===== config.mk =====
export PLATFORM = sky130hd
export DESIGN_NAME = strobe_timing_generator_core
export DESIGN_NICKNAME = d
export VERILOG_FILES = /design/src/rtl/core/sgen_pkg.sv /design/src/rtl/core/sgen_div.sv /design/src/rtl/core/sgen_ctrl.sv /design/src/rtl/core/sgen_datapath.sv /design/src/rtl/core/strobe_timing_generator_core.sv
export SDC_FILE = /design/constraint.sdc
export NUM_CORES = 2
export LEC_CHECK = 0
export BUFFER_PORTS_ARGS = -buffer_cell sky130_fd_sc_hd__buf_2
export CORE_UTILIZATION = 50
export DETAILED_ROUTE_END_ITERATION = 8
export GPL_ROUTABILITY_DRIVEN = 1
export MAX_ROUTING_LAYER = met4
export PLACE_DENSITY = 0.66
export SLEW_MARGIN = 15
export SYNTH_ARGS = -nofsm -noshare
export SYNTH_HDL_FRONTEND = slang
export SYNTH_SLANG_ARGS = --single-unit

===== constraint.sdc =====
create_clock -name clk -period 12.5 [get_ports clk]
set_input_delay 0 -clock clk [delete_from_list [all_inputs] [get_ports clk]]
set_output_delay 0 -clock clk [all_outputs]
set_load 0.02 [all_outputs]

===== src/rtl/core/sgen_pkg.sv =====
package sgen_pkg;

  // Input item kinds
  localparam logic KIND_TICK  = 1'b0;
  localparam logic KIND_FRAME = 1'b1;

  // Configuration register map
  localparam int CFG_INDEX_W = 3;
  localparam int CFG_DATA_W  = 16;

  typedef enum logic [CFG_INDEX_W-1:0] {
    REG_PERIOD_SLOWEST = 3'd0,
    REG_PERIOD_FASTEST = 3'd1,
    REG_DURATION_LOW   = 3'd2,
    REG_DURATION_HIGH  = 3'd3,
    REG_BLACKOUT_LOW   = 3'd4,
    REG_BLACKOUT_HIGH  = 3'd5,
    REG_FULL_ON_LOW    = 3'd6
  } cfg_reg_t;

  localparam logic [15:0] RST_PERIOD_SLOWEST = 16'd1000;
  localparam logic [15:0] RST_PERIOD_FASTEST = 16'd50;
  localparam logic [7:0]  RST_DURATION_LOW   = 8'd11;
  localparam logic [7:0]  RST_DURATION_HIGH  = 8'd250;
  localparam logic [7:0]  RST_BLACKOUT_LOW   = 8'd0;
  localparam logic [7:0]  RST_BLACKOUT_HIGH  = 8'd10;
  localparam logic [7:0]  RST_FULL_ON_LOW    = 8'd251;

  localparam int TIME_BITS_DEF = 16;

  // Top of the speed channel, also the divisor of the period map
  localparam logic [7:0]  SPEED_FULL = 8'd255;
  localparam logic [15:0] PERIOD_MIN = 16'd2;

  // 2^32 / SPEED_FULL rounded up; exact quotient for any 24-bit dividend
  localparam int          SPEED_RECIP_SH = 32;
  localparam logic [24:0] SPEED_RECIP    = 25'd16843010;

  // Divider for the on-time map: 24-bit dividend, 8-bit divisor
  localparam int DIV_N = 24;
  localparam int DIV_D = 8;

  typedef struct packed {
    logic       kind;
    logic [7:0] dimmer;
    logic [7:0] speed;
    logic [7:0] duration_level;
  } item_in_t;

  typedef struct packed {
    logic [7:0] pwm_level;
    logic       light_lit;
  } item_out_t;

  typedef struct packed {
    logic mul1;
    logic div1_start;
    logic latch_period;
    logic mul2;
    logic div2_start;
    logic latch_times;
    logic apply;
    logic emit;
  } ctrl_cmd_t;

  typedef struct packed {
    logic need_times;
    logic div_done;
    logic out_free;
  } dp_status_t;

endpackage


===== src/rtl/core/sgen_div.sv =====
module sgen_div #(
  parameter int N = 24,
  parameter int D = 8
) (
  input  logic         clk,
  input  logic         rst,
  input  logic         start,
  input  logic [N-1:0] dividend,
  input  logic [D-1:0] divisor,
  output logic [N-1:0] quotient,
  output logic         done
);

  localparam int CNT_W = $clog2(N + 1);

  logic [N-1:0]     quo;
  logic [D-1:0]     rem;
  logic [D-1:0]     dsr;
  logic [CNT_W-1:0] cnt;
  logic             busy;
  logic [D:0]       rem_sh;
  logic             ge;
  logic [D:0]       rem_sub;

  assign rem_sh   = {rem, quo[N-1]};
  assign ge       = rem_sh >= {1'b0, dsr};
  assign rem_sub  = rem_sh - {1'b0, dsr};
  assign quotient = quo;

  always_ff @(posedge clk) begin
    if (rst) begin
      busy <= 1'b0;
      done <= 1'b0;
      cnt  <= '0;
    end else begin
      done <= 1'b0;
      if (start) begin
        quo  <= dividend;
        rem  <= '0;
        dsr  <= divisor;
        cnt  <= CNT_W'(N);
        busy <= 1'b1;
      end else if (busy) begin
        // one restoring step per cycle
        rem <= ge ? rem_sub[D-1:0] : rem_sh[D-1:0];
        quo <= {quo[N-2:0], ge};
        cnt <= cnt - CNT_W'(1);
        if (cnt == CNT_W'(1)) begin
          busy <= 1'b0;
          done <= 1'b1;
        end
      end
    end
  end

endmodule


===== src/rtl/core/sgen_ctrl.sv =====
module sgen_ctrl (
  input  logic                   clk,
  input  logic                   rst,
  input  logic                   in_valid,
  input  sgen_pkg::dp_status_t   status,
  output logic                   in_stall,
  output sgen_pkg::ctrl_cmd_t    cmd
);

  import sgen_pkg::*;

  typedef enum logic [3:0] {
    S_IDLE,
    S_DECIDE,
    S_MUL1,
    S_DIV1,
    S_PERIOD,
    S_MUL2,
    S_DIV2,
    S_TIMES,
    S_APPLY,
    S_EMIT
  } state_t;

  state_t state;

  always_ff @(posedge clk) begin
    if (rst) begin
      state    <= S_IDLE;
      in_stall <= 1'b0;
      cmd      <= '0;
    end else begin
      cmd <= '0;
      unique case (state)
        S_IDLE: begin
          if (in_valid && !in_stall) begin
            state    <= S_DECIDE;
            in_stall <= 1'b1;
          end
        end
        S_DECIDE: begin
          if (status.need_times) begin
            state    <= S_MUL1;
            cmd.mul1 <= 1'b1;
          end else begin
            state     <= S_APPLY;
            cmd.apply <= 1'b1;
          end
        end
        S_MUL1: begin
          state          <= S_DIV1;
          cmd.div1_start <= 1'b1;
        end
        S_DIV1: begin
          // period quotient is registered at the end of this cycle
          state            <= S_PERIOD;
          cmd.latch_period <= 1'b1;
        end
        S_PERIOD: begin
          state    <= S_MUL2;
          cmd.mul2 <= 1'b1;
        end
        S_MUL2: begin
          state          <= S_DIV2;
          cmd.div2_start <= 1'b1;
        end
        S_DIV2: begin
          if (status.div_done) begin
            state           <= S_TIMES;
            cmd.latch_times <= 1'b1;
          end
        end
        S_TIMES: begin
          state     <= S_APPLY;
          cmd.apply <= 1'b1;
        end
        S_APPLY: begin
          state    <= S_EMIT;
          cmd.emit <= 1'b1;
        end
        S_EMIT: begin
          // hold the result until the output register frees up
          if (status.out_free) begin
            state    <= S_IDLE;
            in_stall <= 1'b0;
          end else begin
            cmd.emit <= 1'b1;
          end
        end
        default: begin
          state    <= S_IDLE;
          in_stall <= 1'b0;
        end
      endcase
    end
  end

endmodule


===== src/rtl/core/sgen_datapath.sv =====
module sgen_datapath #(
  parameter int TIME_BITS = sgen_pkg::TIME_BITS_DEF
) (
  input  logic                                clk,
  input  logic                                rst,
  input  logic                                cfg_valid,
  input  logic [sgen_pkg::CFG_INDEX_W-1:0]    cfg_index,
  input  logic [sgen_pkg::CFG_DATA_W-1:0]     cfg_data,
  input  logic                                in_valid,
  input  logic                                in_stall,
  input  sgen_pkg::item_in_t                  in_item,
  input  logic                                out_stall,
  input  sgen_pkg::ctrl_cmd_t                 cmd,
  output sgen_pkg::dp_status_t                status,
  output logic                                out_valid,
  output sgen_pkg::item_out_t                 out_item
);

  import sgen_pkg::*;

  localparam int SAT_W = (TIME_BITS > 16) ? TIME_BITS : 16;
  localparam logic [SAT_W-1:0]     TMAX_W   = SAT_W'({TIME_BITS{1'b1}});
  localparam logic [TIME_BITS-1:0] TIME_MAX = '1;

  function automatic logic [TIME_BITS-1:0] sat_time(input logic [15:0] v);
    logic [SAT_W-1:0] w;
    begin
      w = SAT_W'(v);
      if (w > TMAX_W) w = TMAX_W;
      return TIME_BITS'(w);
    end
  endfunction

  // configuration
  logic [15:0] cfg_slow, cfg_fast;
  logic [7:0]  cfg_dur_low, cfg_dur_high, cfg_blk_low, cfg_blk_high, cfg_full_low;

  // item and timing math
  item_in_t       item;
  logic [23:0]    prod1, prod2;
  logic [48:0]    recip_prod;
  logic [15:0]    quo1;
  logic           neg1, neg2, bounds_eq;
  logic [7:0]     den2;
  logic [15:0]    period;
  logic           div_start;
  logic [23:0]    div_dividend;
  logic [7:0]     div_divisor;
  logic [23:0]    div_quo;
  logic           div_done;

  // strobe state
  logic                 started, phase_on;
  logic [7:0]           level_out;
  logic [TIME_BITS-1:0] on_ms, off_ms, since, target;
  logic [7:0]           held_dimmer, held_speed, held_duration;

  logic                 started_next, phase_next;
  logic [7:0]           level_next;
  logic [TIME_BITS-1:0] since_next, target_next, since_inc;
  logic [7:0]           held_dimmer_next, held_speed_next, held_duration_next;
  logic [7:0]           lvl_new;
  logic                 toggle;

  logic        fast_below;
  logic [15:0] speed_span;
  logic [16:0] per_sum;
  logic        dur_below, bound_below;
  logic [7:0]  dur_span, bound_span;
  logic [15:0] period_m2, on_calc, off_calc;
  logic        out_free;

  assign out_free = !out_valid || !out_stall;

  assign status.need_times = (item.kind == KIND_FRAME) &&
                             (!started || (item.duration_level > cfg_blk_high &&
                                           item.duration_level < cfg_full_low));
  assign status.div_done   = div_done;
  assign status.out_free   = out_free;

  // period = slow + speed * (fast - slow) / 255, truncated toward zero
  assign fast_below = cfg_fast < cfg_slow;
  assign speed_span = fast_below ? cfg_slow - cfg_fast : cfg_fast - cfg_slow;
  // divide by 255 as a multiply by its scaled reciprocal
  assign recip_prod = {25'd0, prod1} * {24'd0, SPEED_RECIP};
  assign per_sum    = neg1 ? {1'b0, cfg_slow} - {1'b0, quo1}
                           : {1'b0, cfg_slow} + {1'b0, quo1};

  // on = 1 + (dur - dlo) * (period - 2) / (dhi - dlo)
  assign dur_below   = item.duration_level < cfg_dur_low;
  assign dur_span    = dur_below ? cfg_dur_low - item.duration_level
                                 : item.duration_level - cfg_dur_low;
  assign bound_below = cfg_dur_high < cfg_dur_low;
  assign bound_span  = bound_below ? cfg_dur_low - cfg_dur_high : cfg_dur_high - cfg_dur_low;
  assign period_m2   = period - PERIOD_MIN;

  always_comb begin
    if (bounds_eq || neg2) begin
      on_calc = 16'd1;
    end else if (div_quo > {8'd0, period_m2}) begin
      on_calc = period - 16'd1;
    end else begin
      on_calc = div_quo[15:0] + 16'd1;
    end
    off_calc = period - on_calc;
  end

  assign div_start    = cmd.div2_start;
  assign div_dividend = prod2;
  assign div_divisor  = den2;

  sgen_div #(
    .N (DIV_N),
    .D (DIV_D)
  ) u_div (
    .clk      (clk),
    .rst      (rst),
    .start    (div_start),
    .dividend (div_dividend),
    .divisor  (div_divisor),
    .quotient (div_quo),
    .done     (div_done)
  );

  // per-item state update
  always_comb begin
    started_next       = started;
    phase_next         = phase_on;
    level_next         = level_out;
    since_next         = since;
    target_next        = target;
    held_dimmer_next   = held_dimmer;
    held_speed_next    = held_speed;
    held_duration_next = held_duration;
    since_inc          = (since != TIME_MAX) ? since + TIME_BITS'(1) : since;
    toggle             = 1'b0;
    if (item.kind == KIND_TICK) begin
      if (started) begin
        since_next = since_inc;
        toggle     = since_inc >= target;
      end
    end else begin
      held_dimmer_next   = item.dimmer;
      held_speed_next    = item.speed;
      held_duration_next = item.duration_level;
      if (!started) begin
        started_next = 1'b1;
        toggle       = 1'b1;
      end else if (item.speed != held_speed) begin
        // resync the running phase to the new times
        target_next = phase_on ? on_ms : off_ms;
        toggle      = since >= target_next;
      end
    end
    lvl_new = (held_duration_next >= cfg_blk_low && held_duration_next <= cfg_blk_high)
              ? 8'd0 : held_dimmer_next;
    if (toggle) begin
      phase_next  = !phase_on;
      level_next  = phase_on ? 8'd0 : lvl_new;
      target_next = phase_on ? off_ms : on_ms;
      since_next  = '0;
    end else if (item.kind == KIND_FRAME && started && phase_on &&
                 item.dimmer != held_dimmer) begin
      level_next = lvl_new;
    end
  end

  always_ff @(posedge clk) begin
    if (rst) begin
      cfg_slow      <= RST_PERIOD_SLOWEST;
      cfg_fast      <= RST_PERIOD_FASTEST;
      cfg_dur_low   <= RST_DURATION_LOW;
      cfg_dur_high  <= RST_DURATION_HIGH;
      cfg_blk_low   <= RST_BLACKOUT_LOW;
      cfg_blk_high  <= RST_BLACKOUT_HIGH;
      cfg_full_low  <= RST_FULL_ON_LOW;
      started       <= 1'b0;
      phase_on      <= 1'b0;
      level_out     <= '0;
      on_ms         <= '0;
      off_ms        <= '0;
      since         <= '0;
      target        <= '0;
      held_dimmer   <= '0;
      held_speed    <= '0;
      held_duration <= '0;
      out_valid     <= 1'b0;
    end else begin
      if (cfg_valid) begin
        unique case (cfg_index)
          REG_PERIOD_SLOWEST: cfg_slow     <= cfg_data;
          REG_PERIOD_FASTEST: cfg_fast     <= cfg_data;
          REG_DURATION_LOW:   cfg_dur_low  <= cfg_data[7:0];
          REG_DURATION_HIGH:  cfg_dur_high <= cfg_data[7:0];
          REG_BLACKOUT_LOW:   cfg_blk_low  <= cfg_data[7:0];
          REG_BLACKOUT_HIGH:  cfg_blk_high <= cfg_data[7:0];
          REG_FULL_ON_LOW:    cfg_full_low <= cfg_data[7:0];
          default: ;
        endcase
      end
      if (cmd.latch_times) begin
        on_ms  <= sat_time(on_calc);
        off_ms <= sat_time(off_calc);
      end
      if (cmd.apply) begin
        started       <= started_next;
        phase_on      <= phase_next;
        level_out     <= level_next;
        since         <= since_next;
        target        <= target_next;
        held_dimmer   <= held_dimmer_next;
        held_speed    <= held_speed_next;
        held_duration <= held_duration_next;
      end
      if (cmd.emit && out_free) begin
        out_valid <= 1'b1;
      end else if (!out_stall) begin
        out_valid <= 1'b0;
      end
    end
  end

  // payload registers
  always_ff @(posedge clk) begin
    if (in_valid && !in_stall) begin
      item <= in_item;
    end
    if (cmd.mul1) begin
      neg1  <= fast_below;
      prod1 <= {16'd0, item.speed} * {8'd0, speed_span};
    end
    if (cmd.div1_start) begin
      quo1 <= recip_prod[SPEED_RECIP_SH +: 16];
    end
    if (cmd.latch_period) begin
      period <= (per_sum[15:0] < PERIOD_MIN) ? PERIOD_MIN : per_sum[15:0];
    end
    if (cmd.mul2) begin
      neg2      <= dur_below ^ bound_below;
      bounds_eq <= cfg_dur_high == cfg_dur_low;
      den2      <= bound_span;
      prod2     <= {16'd0, dur_span} * {8'd0, period_m2};
    end
    if (cmd.emit && out_free) begin
      out_item.pwm_level <= level_out;
      out_item.light_lit <= phase_on;
    end
  end

`ifndef NO_ASSERTIONS
  a_started_sticky: assert property (@(posedge clk) disable iff (rst)
    started |=> started)
    else $error("started dropped without reset");

  a_lit_needs_start: assert property (@(posedge clk) disable iff (rst)
    !started |-> !phase_on)
    else $error("on phase before first frame");

  a_dark_level: assert property (@(posedge clk) disable iff (rst)
    !phase_on |-> level_out == 8'd0)
    else $error("nonzero level in off phase");
`endif

endmodule


===== src/rtl/core/strobe_timing_generator_core.sv =====
// Strobe timing generator.
// Input channel (in_valid / in_stall / in_item): each transfer is either a
// 1 ms tick or a control frame (dimmer, speed, duration). Every input gives
// exactly one result on the output channel (out_valid / out_stall / out_item):
// the PWM level and whether the strobe is in its on phase.
// Configuration writes (cfg_valid / cfg_ready / cfg_index / cfg_data) set the
// period range, duration window, blackout window and full-on threshold;
// cfg_ready is always high. Write only while no item is in flight.
// One item is in work at a time. A tick, or a frame that leaves the times
// alone, goes through the decide, apply and emit states before the next
// transfer can be taken, and out_valid rises from the emit state. A frame
// that remaps the times also runs the period map and the on-time map; its
// time is set mostly by the radix-2 divider for the on-time map, while the
// period map divides by 255 through a reciprocal multiply.
// The output register holds a result while out_stall is high; the next item is
// still taken and worked on, and waits only when its own result is ready.
// Synchronous reset loads the default register values, clears the strobe state
// (not started, off, level 0) and empties the output register.
module strobe_timing_generator_core #(
  parameter int TIME_BITS = sgen_pkg::TIME_BITS_DEF
) (
  input  logic                              clk,
  input  logic                              rst,
  input  logic                              cfg_valid,
  output logic                              cfg_ready,
  input  logic [sgen_pkg::CFG_INDEX_W-1:0]  cfg_index,
  input  logic [sgen_pkg::CFG_DATA_W-1:0]   cfg_data,
  input  logic                              in_valid,
  output logic                              in_stall,
  input  sgen_pkg::item_in_t                in_item,
  output logic                              out_valid,
  input  logic                              out_stall,
  output sgen_pkg::item_out_t               out_item
);

  import sgen_pkg::*;

  ctrl_cmd_t  cmd;
  dp_status_t status;

  assign cfg_ready = 1'b1;

  sgen_ctrl u_ctrl (
    .clk      (clk),
    .rst      (rst),
    .in_valid (in_valid),
    .status   (status),
    .in_stall (in_stall),
    .cmd      (cmd)
  );

  sgen_datapath #(
    .TIME_BITS (TIME_BITS)
  ) u_datapath (
    .clk       (clk),
    .rst       (rst),
    .cfg_valid (cfg_valid && cfg_ready),
    .cfg_index (cfg_index),
    .cfg_data  (cfg_data),
    .in_valid  (in_valid),
    .in_stall  (in_stall),
    .in_item   (in_item),
    .out_stall (out_stall),
    .cmd       (cmd),
    .status    (status),
    .out_valid (out_valid),
    .out_item  (out_item)
  );

endmodule

==> metrics.cfg <==
[pwr]
peakVddDrop_v=0.000411
combPwrFrac_pct=64.5
p_leak_uw=0.0156
cellPowerDensity_nw_per_um2=222
sw_frac_of_total_pct=44.5
p_sw_uw=3480
p_seq_share_pct=20.3
p_int_uw=4340
pwr-share-clk_pct=15.2

[hold_path]
min_from=in_item[20]
min_path_type=primary input to register

[timing]
fmax_mhz=118
fin_crit_sh_pct=67.6
hold_slack_ns=0.142
finalHoldViolCount=0
worst_slack_ns=4.05
tns_ns=0
worst_slew_pin_slew_ns=1.15
min_period_ns=8.45
slew_headroom_pct=23.0
setup_viol=0
fin_skew_ns=0.0416
slew_violations=0
rsz0062_at_grt=no

[critical_path]
path_depth=28
crit_end=u_datapath.div_dividend[22]$_DFFE_PP_
reg2reg_to=u_datapath.div_dividend[22]$_DFFE_PP_
worstPathRequired_ns=12.83
regToRegStartpoint=u_datapath.item[0]$_DFFE_PP_
crit_start=u_datapath.item[0]$_DFFE_PP_
crit_slowest_cell=a21boi_1
end_kind=register
cp_num_buf_inv=5
rr_worst_depth=28
critPathLaunchType=register
crit_path_max_incr_delay_ns=0.84
cp_max_fo=16
arrival_ns=8.78
r2r_slack_ns=4.05
critPathKind=register to register
critPathTopFamily=compound AO/OA/AOI/OAI gates

[job]
maxCapViolCount=0

[clock_network]
cts_tree=built
clkLatencyLatePin_ns=0.59
htreeDepth=2
numCtsBuffers=41
post-cts-setup-buffer-count=0
cts-resized-gates=0
clk_pin_slew_worst_paths_ns=0.06
clock_sinks=356
cts_root_buf=clkbuf_16
clockBufferDepth=3

[detailed_routing]
drt.antenna.violating_nets=0
via_per_inst=5.45
top_layer=met4
drtIter0Drc=1511
route.met2.wl_um=37500
wl_per_cell_um=17.2
first_pass_iters=5
drcViolationCount=0
drt-total-wl_um=77500
wl_met1_um=34400
wl_met3_um=3190
vias=24500

[synth]
synth-seq-area-share_pct=27.2
synthFlopType=dfxtp_1
ys_types=86
async_flop_share_pct=0
synth_top_area_cell=ha_1
synth_area_per_cell_sq_um=9.08
synthesis.area_sq_um=32200
yosys_warnings=0
ys_ff_latch=356
synthCells=3548
yosysTopAreaCellShare_pct=17.2
synth_edf_count=165
synth.area.top_cells=ha_1 (17%), edfxtp_1 (15%), fa_1 (12%)
synthesis.nets=4234

[die]
initial_core_util_pct=50.8
die_w_um=256
die_area_sq_um=65500
core_sq_um=63400
fp.dieH_um=256
ios=61
num_rows=92

[finish]
nFillCells=5823
final_cell_count_no_fill=4503
fin_util_pct=55.6
synthToLayoutAreaGrowth_pct=9.35
multi_input_area_sq_um=21300
layout-drive-gt1-share_pct=6.73
layout.nets=4307
regArea_sq_um=8780

[grt]
antenna_found_initial=3
overflow=0
grt_pass1_vias=23800
grt_max_degree=84
grt_pass1_wl_um=126000
grt.total_usage_pct=24.5

[placed_design]
placedCellCount=4375
io_buffer_count=59
dp_slack_ns=3.99
gp_congestion=0.903
dp_hpwl_um=60100

[status]
status=completed

-- worst min-delay path by stage --
| stage | endpoint | slack (ns) | depth (start not counted) |
|---|---|---|---|
| after floorplan | u_datapath.item[0]$_DFFE_PP_ | 0.1 | 0 |
| after global placement | u_datapath.item[24]$_DFFE_PP_ | 0.18 | 1 |
| after detailed placement | u_datapath.item[14]$_DFFE_PP_ | 0.18 | 1 |
| after CTS | u_datapath.item[24]$_DFFE_PP_ | 0.10 | 2 |
| after global routing | u_datapath.item[20]$_DFFE_PP_ | 0.13 | 2 |
| final | u_datapath.item[20]$_DFFE_PP_ | 0.14 | 2 |
-- power groups by stage --
stage	Sequential (uW)	Clock, uW	Combinational, uW
detailed placement	1610	0	5050
floorplan	1570	0	3890
CTS	1590	1210	5110
global route	1590	1260	5800
global placement	1610	0	5010
finish	1590	1190	5050
-- kinds of logic after synthesis --
| group | count (synthesis) | synth area share, % |
|---|---|---|
| buffers and inverters | 565 | 6.68 |
| other | 1 | 0.0116 |
| XOR/XNOR | 193 | 5.37 |
| flip-flops | 356 | 27.2 |
| adder cells (fa/ha/maj) | 637 | 29.2 |
| multiplexers | 111 | 3.57 |
| AND/OR/NAND/NOR | 1078 | 16.0 |
| AO/OA/AOI/OAI | 607 | 11.9 |
-- what timing repair did --
item                                    4_1_cts  5_1_grt
endpoints found under the hold margin       138        0
hold buffers                                 49        0
endpoints found under the setup margin        0        0
-- Yosys cell counts (15+ instances only) --
master / number
a21o_1: 62
fa_1: 193
mux2_2: 32
and3_1: 16
nand4_1: 34
clkbuf_1: 86
ha_1: 444
nor2b_1: 62
o21a_1: 24
mux2i_1: 79
nor3_1: 61
o21ai_1: 21
o21ai_0: 87
inv_1: 454
xor2_1: 54
nand2_1: 341
nand2b_1: 65
edfxtp_1: 165
a21oi_1: 233
nand3_1: 61
or2_2: 26
o211ai_1: 33
nor2_1: 265
o21bai_1: 15
and2_1: 90
dfxtp_1: 191
a211oi_1: 17
xnor2_1: 136
-- placed cells by master, fill, tap and decap left out, types with 10 or more instances in the layout --
cell	n
buf_4	31
mux2_2	32
and2_1	90
a21oi_1	233
or2_2	26
edfxtp_1	165
nor4_1	14
a21o_1	62
nor3_1	60
or3_1	10
fa_1	193
and4_1	10
dfxtp_1	189
xor2_1	54
nand3_1	61
clkbuf_16	43
nor2_1	263
o21bai_1	15
and3_1	16
nor2b_1	61
a211oi_1	17
xnor2_1	136
dlygate4sd3_1	49
ha_1	444
o21a_1	24
inv_1	454
a31oi_1	14
o21ai_1	21
buf_2	58
o21ai_0	87
a31o_2	11
nand2_1	341
o31ai_1	11
mux2i_1	79
nand4_1	34
o211ai_1	33
nand2b_1	65
-- layout make-up --
cell class	instances	area share, %
diodes	3	0.0213
well taps	846	3.00
flip-flops and latches	356	24.9
multi-input cells	2627	60.5
clock buffers	57	3.37
repair buffers	138	2.88
inverters	457	4.87
clock inverters	19	0.458
-- state kept, by name, indices dropped and copies added, names as in the netlist, 9 cells and up --
| signal | count |
|---|---|
| u_datapath.cfg_fast | 16 |
| u_datapath.cfg_slow | 16 |
| u_datapath.div_dividend | 24 |
| u_datapath.item | 25 |
| u_datapath.off_ms | 16 |
| u_datapath.on_ms | 16 |
| u_datapath.out_item | 9 |
| u_datapath.period | 16 |
| u_datapath.prod1 | 24 |
| u_datapath.quo1 | 16 |
| u_datapath.since | 16 |
| u_datapath.target | 16 |
| u_datapath.u_div.quotient | 24 |
-- worst reg2reg max path, delay by kind of cell (launching register included) --
| family | cells | cell delay (ns) |
|---|---|---|
| buffers and inverters | 5 | 0.30 |
| AOI/OAI and AO/OA | 11 | 3.21 |
| xor gates and xnor gates | 2 | 0.70 |
| adders and majority gates | 7 | 2.65 |
| and+or+nand+nor | 2 | 0.55 |
| DFF | 1 | 0.41 |
| muxes | 1 | 0.38 |
-- metal layers --
| layer | global-route usage (%) | up-vias |
|---|---|---|
| met4 | 8.70 | 0 |
| met3 | 2.93 | 140 |
| met2 | 40.2 | 470 |
| li1 | - | 12100 |
| met1 | 31.1 | 11800 |
| met5 | - | - |
-- stage by stage --
stage | total power (uW) | instance area (sq um)
after floorplan | 5450 | 32200
after global placement | 6620 | 33400
after detailed placement | 6660 | 33400
after CTS | 7910 | 35200
after global routing | 8650 | 35200
final | 7830 | 35200
Note: power is estimated with default switching activity, not from simulation.
